**config.mk**
```make
export PLATFORM = sky130hd
export DESIGN_NAME = bp3d_table
export DESIGN_NICKNAME = d
export VERILOG_FILES = /design/src/sv/bp3d_pkg.sv /design/src/sv/bp3d_table.sv
export SDC_FILE = /design/constraint.sdc
export NUM_CORES = 2
export LEC_CHECK = 0
export CAP_MARGIN = 20
export CORE_MARGIN = 5
export CORE_UTILIZATION = 55
export DETAILED_ROUTE_END_ITERATION = 8
export DONT_BUFFER_PORTS = 1
export HOLD_SLACK_MARGIN = 0.15
export PLACE_DENSITY = 0.7
export SLEW_MARGIN = 20
export SYNTH_ARGS = -nofsm -noshare
export SYNTH_HDL_FRONTEND = slang
export SYNTH_MEMORY_MAX_BITS = 65536
export SYNTH_SLANG_ARGS = --single-unit
```
**constraint.sdc**
```tcl
create_clock -name clk -period 20.1 [get_ports clk]
set_input_delay 4.02 -clock clk [delete_from_list [all_inputs] [get_ports clk]]
set_output_delay 4.02 -clock clk [all_outputs]
set_load 0.01 [all_outputs]
```
**src/sv/bp3d_pkg.sv**
```systemverilog
package bp3d_pkg;

	localparam int unsigned CW = 12;
	localparam int unsigned CNT_W = 7;

	typedef enum logic [1:0] {
		ST_OK   = 2'd0,
		ST_NONE = 2'd1,
		ST_FULL = 2'd2
	} status_t;

	typedef enum logic [3:0] {
		S_IDLE,
		S_MAX_RD,
		S_MAX_ACC,
		S_BOX_RD,
		S_CAND_GEN,
		S_CHK_RD,
		S_CHK_ACC,
		S_CAND_DONE,
		S_WRITE,
		S_OUT
	} state_t;

	localparam logic [1:0] REG_CX = 2'd0;
	localparam logic [1:0] REG_CY = 2'd1;
	localparam logic [1:0] REG_CZ = 2'd2;

endpackage

```
**src/sv/bp3d_table.sv**
```systemverilog
module bp3d_table
	import bp3d_pkg::*;
#(
	parameter int unsigned MAX_BOXES  = 64,
	parameter int unsigned COORD_BITS = 12,
	parameter int unsigned AW = (MAX_BOXES > 1) ? $clog2(MAX_BOXES) : 1
) (
	input  logic                      clk,
	input  logic                      we,
	input  logic [AW-1:0]             waddr,
	input  logic [6*COORD_BITS-1:0]   wdata,
	input  logic [AW-1:0]             raddr,
	output logic [6*COORD_BITS-1:0]   rdata
);

	logic [6*COORD_BITS-1:0] mem [MAX_BOXES];

	always_ff @(posedge clk) begin
		if (we) begin
			mem[waddr] <= wdata;
		end
		rdata <= mem[raddr];
	end

endmodule

```
==> summary.txt <==
Timing
  – Slew margin rel.: -0.09029
  – Crit path time final: 7.794 ns
  – Max Freq: 0.1283 GHz
  – Final critical-path setup slack: 12.31 ns
  – Final setup fails: 0
  – Clock skew: 0.03947 ns
  – Period utilization: 0.3877
  – Setup TNS: 0 ns
  – RSZ-0062 raised after global routing: no
  – Worst slew pin tran: 1.635 ns
  – Fin. Hold Viols: 0
  – Hold WS: 0.8316 ns
  – Final Slew Violations: 70

Worst setup path
  – Reg2Reg Launch Point: mem[2][24]
  – Total stage count of the critical path: 9
  – Crit path arrival time: 8.60 ns
  – Setup crit start: raddr[1]
  – Buffers and inverters on the worst path: 5
  – Delay-heaviest family, CP: buffers and inverters
  – Crit path to: rdata[25]
  – Required @ worst endpoint: 20.91 ns
  – Max FO, Critical Path: 122
  – R2r setup slk: 18.13 ns
  – Slowest stage delay, CP: 0.90 ns
  – Reg2reg path depth: 4
  – RR Endpoint: rdata[24]
  – Cell chain of the critical path: buf_16, buf_16, buf_16, buf_16, nand3b_1, buf_4, o22ai_1, a211oi_1, o211a_1
  – Crit path top cell by count: buf_16
  – Setup CP Type: primary input to register
  – CP startpoint kind: primary input
  – Slowest CP cell: nand3b_1
  – Crit path capture type: register

Status
  – Status: finished, violations left
  – Failing checks: slew limit

Routing
  – Vias post-DR: 85196
  – DRT Pass-1 Iters: 6
  – Antenna-violating nets left: 0
  – Post-Route WL: 485200 um
  – Drt initial violations: 14538
  – Vias/cell: 7.025
  – DRC Markers: 0
  – WL/cell: 40.01 um

Floorplan
  – Die width: 574.4 um
  – Die Footprint: 330000 sq um
  – Area of the core: 317500 sq um
  – Die Y: 574.4 um
  – # IOs: 158
  – Initial Util: 0.5518
  – Row Count: 207

Yosys
  – Most common cell in the netlist: edfxtp_1
  – Most used DFF post-synth: edfxtp_1
  – Synth Net Count: 7391
  – Post-Synthesis Cells: 7305
  – Area leader, netlist: edfxtp_1
  – Most instantiated cells after synthesis: edfxtp_1, mux4_2, a22oi_1, buf_2, o22ai_1
  – Synthesized area: 175200 sq um
  – Library cells used by synthesis: 27
  – YS warnings: 0
  – Synth async-reset ratio: 0
  – Yosys top cell area share: 0.7897
  – Register bit total from synthesis: 4680
  – Post-synth EDFFs: 4608
  – Post-synthesis area per instance: 23.99 sq um
  – Sequential share of the synthesized area: 0.7980
  – Top area cells in the synthesized netlist: edfxtp_1, mux4_2, a22oi_1

Pwr
  – P per Cell Area: 101.9 nW/um^2
  – P_leak: 60.41 nW
  – Worst VDD drop: 0.08251 mV

Clock tree
  – Cts hold-fix bufs: 0
  – H-tree depth: 5
  – CTS buffer count: 453
  – Clk slew on worst S/H paths: 0.06 ns
  – TritonCTS clock tree: done
  – Setup bufs post-CTS: 0
  – Clk buf depth: 4
  – Clk root buf: clkbuf_16
  – CTS resizes: 0
  – CTS Sinks: 4680
  – Clk Latency, worst-skew pair: 0.96 ns

Layout
  – Area Growth Syn to Fin: 11.75%
  – Cell Count, Final, Fillers Out: 12127
  – Final #Nets: 7625
  – Share of post-route cells with drive strength above 1: 0.2637

Placement
  – HPWL after detailed placement: 245600 um
  – Dpl ws: 11.45 ns
  – Placed cells: 11261
  – Port bufs: 0
  – GPL Wtd Cong: 0.7801

GRT
  – Initial antenna violation count: 16
  – Total GRT Usage: 0.2924
  – GRT overflow: 0
  – Vias in the first global route: 84936
  – First-pass GRT wire length: 673500 um
  – Pin count of the biggest net entering global routing: 386

Min path
  – Min-Delay Path Class: register to register

Job
  – Max-Cap Viols: 0
==> stage by stage <==
step	utilization	power (mW)	cell area, sq um
floorplan	-	11.54	175200
global placement	0.5688	11.71	180600
detailed placement	0.5699	11.77	181000
CTS	0.6162	20.01	195700
global route	0.6166	20.49	195800
finish	0.6166	19.95	195800
==> worst reg2reg max path: stages (launching register included) <==
cell and delay [ns]:
edfxtp_1 0.40, mux4_2 0.49, o22ai_1 0.20, a211oi_1 0.12
o211a_1 0.55
==> logic make-up (layout without fill, tap and decap cells) <==
logic type / after synthesis / in the layout / synth area share
simple gates: 317 / 317 / 0.008819
flops: 4680 / 4680 / 0.7980
other cells: 0 / 17 / 0
mux: 1260 / 1260 / 0.1542
buf+inv: 418 / 1043 / 0.01160
compound gates: 630 / 630 / 0.02738
==> layout make-up <==
cell class | instances | area, sq um
Tap cell | 4180 | 5230
Antenna cell | 17 | 42.54
Multi-Input combinational cell | 2207 | 33950
Sequential cell | 4680 | 139800
Clock inverter | 263 | 2587
Clock buffer | 583 | 12130
Timing Repair Buffer | 197 | 2051
Fill cell | 20736 | 121700
==> layout by cell type (no fill, tap or decap), types with 12 or more instances in the layout <==
| master | count |
|---|---|
| mux2i_1 | 108 |
| diode_2 | 17 |
| buf_16 | 24 |
| bufinv_16 | 39 |
| a22oi_1 | 288 |
| nand3b_1 | 26 |
| clkbuf_16 | 455 |
| buf_4 | 165 |
| a211oi_1 | 72 |
| dfxtp_1 | 72 |
| o221ai_1 | 54 |
| o211a_1 | 72 |
| nor2_4 | 64 |
| clkbuf_1 | 102 |
| nor2_1 | 56 |
| edfxtp_1 | 4608 |
| nand3_1 | 127 |
| clkinvlp_4 | 12 |
| mux4_2 | 1152 |
| o22ai_1 | 144 |
| clkinv_2 | 93 |
| clkinv_1 | 89 |
| clkbuf_8 | 26 |
==> per-layer routing <==
metal,wire length [um],global-route usage
met5,27,0
met4,19750,0.1013
met3,67640,0.07830
met2,228200,0.4508
met1,169600,0.4121
==> worst min path at each step <==
stage,slack (ns),from,endpoint,cells after the start
2_1_floorplan,0.78,mem[46][4],rdata[4],4
3_3_place_gp,0.81,mem[46][40],rdata[40],4
3_5_place_dp,0.82,mem[22][35],rdata[35],4
4_1_cts,0.83,mem[22][42],rdata[42],4
5_1_grt,0.88,mem[12][64],rdata[64],4
6_report,0.83,mem[22][42],rdata[42],4
==> sequential cells by signal (all words and copies together) (netlist names) <==
signal  flops
rdata      72
mem      4608
==> power breakdown <==
group          switching, mW  leakage (nW)  internal [mW]
Sequential            0.0605          42.1           10.8
Combinational          0.397          11.2          0.310
Clock                   3.62          7.20           4.77
No activity file was read; power rests on OpenSTA's default activity.
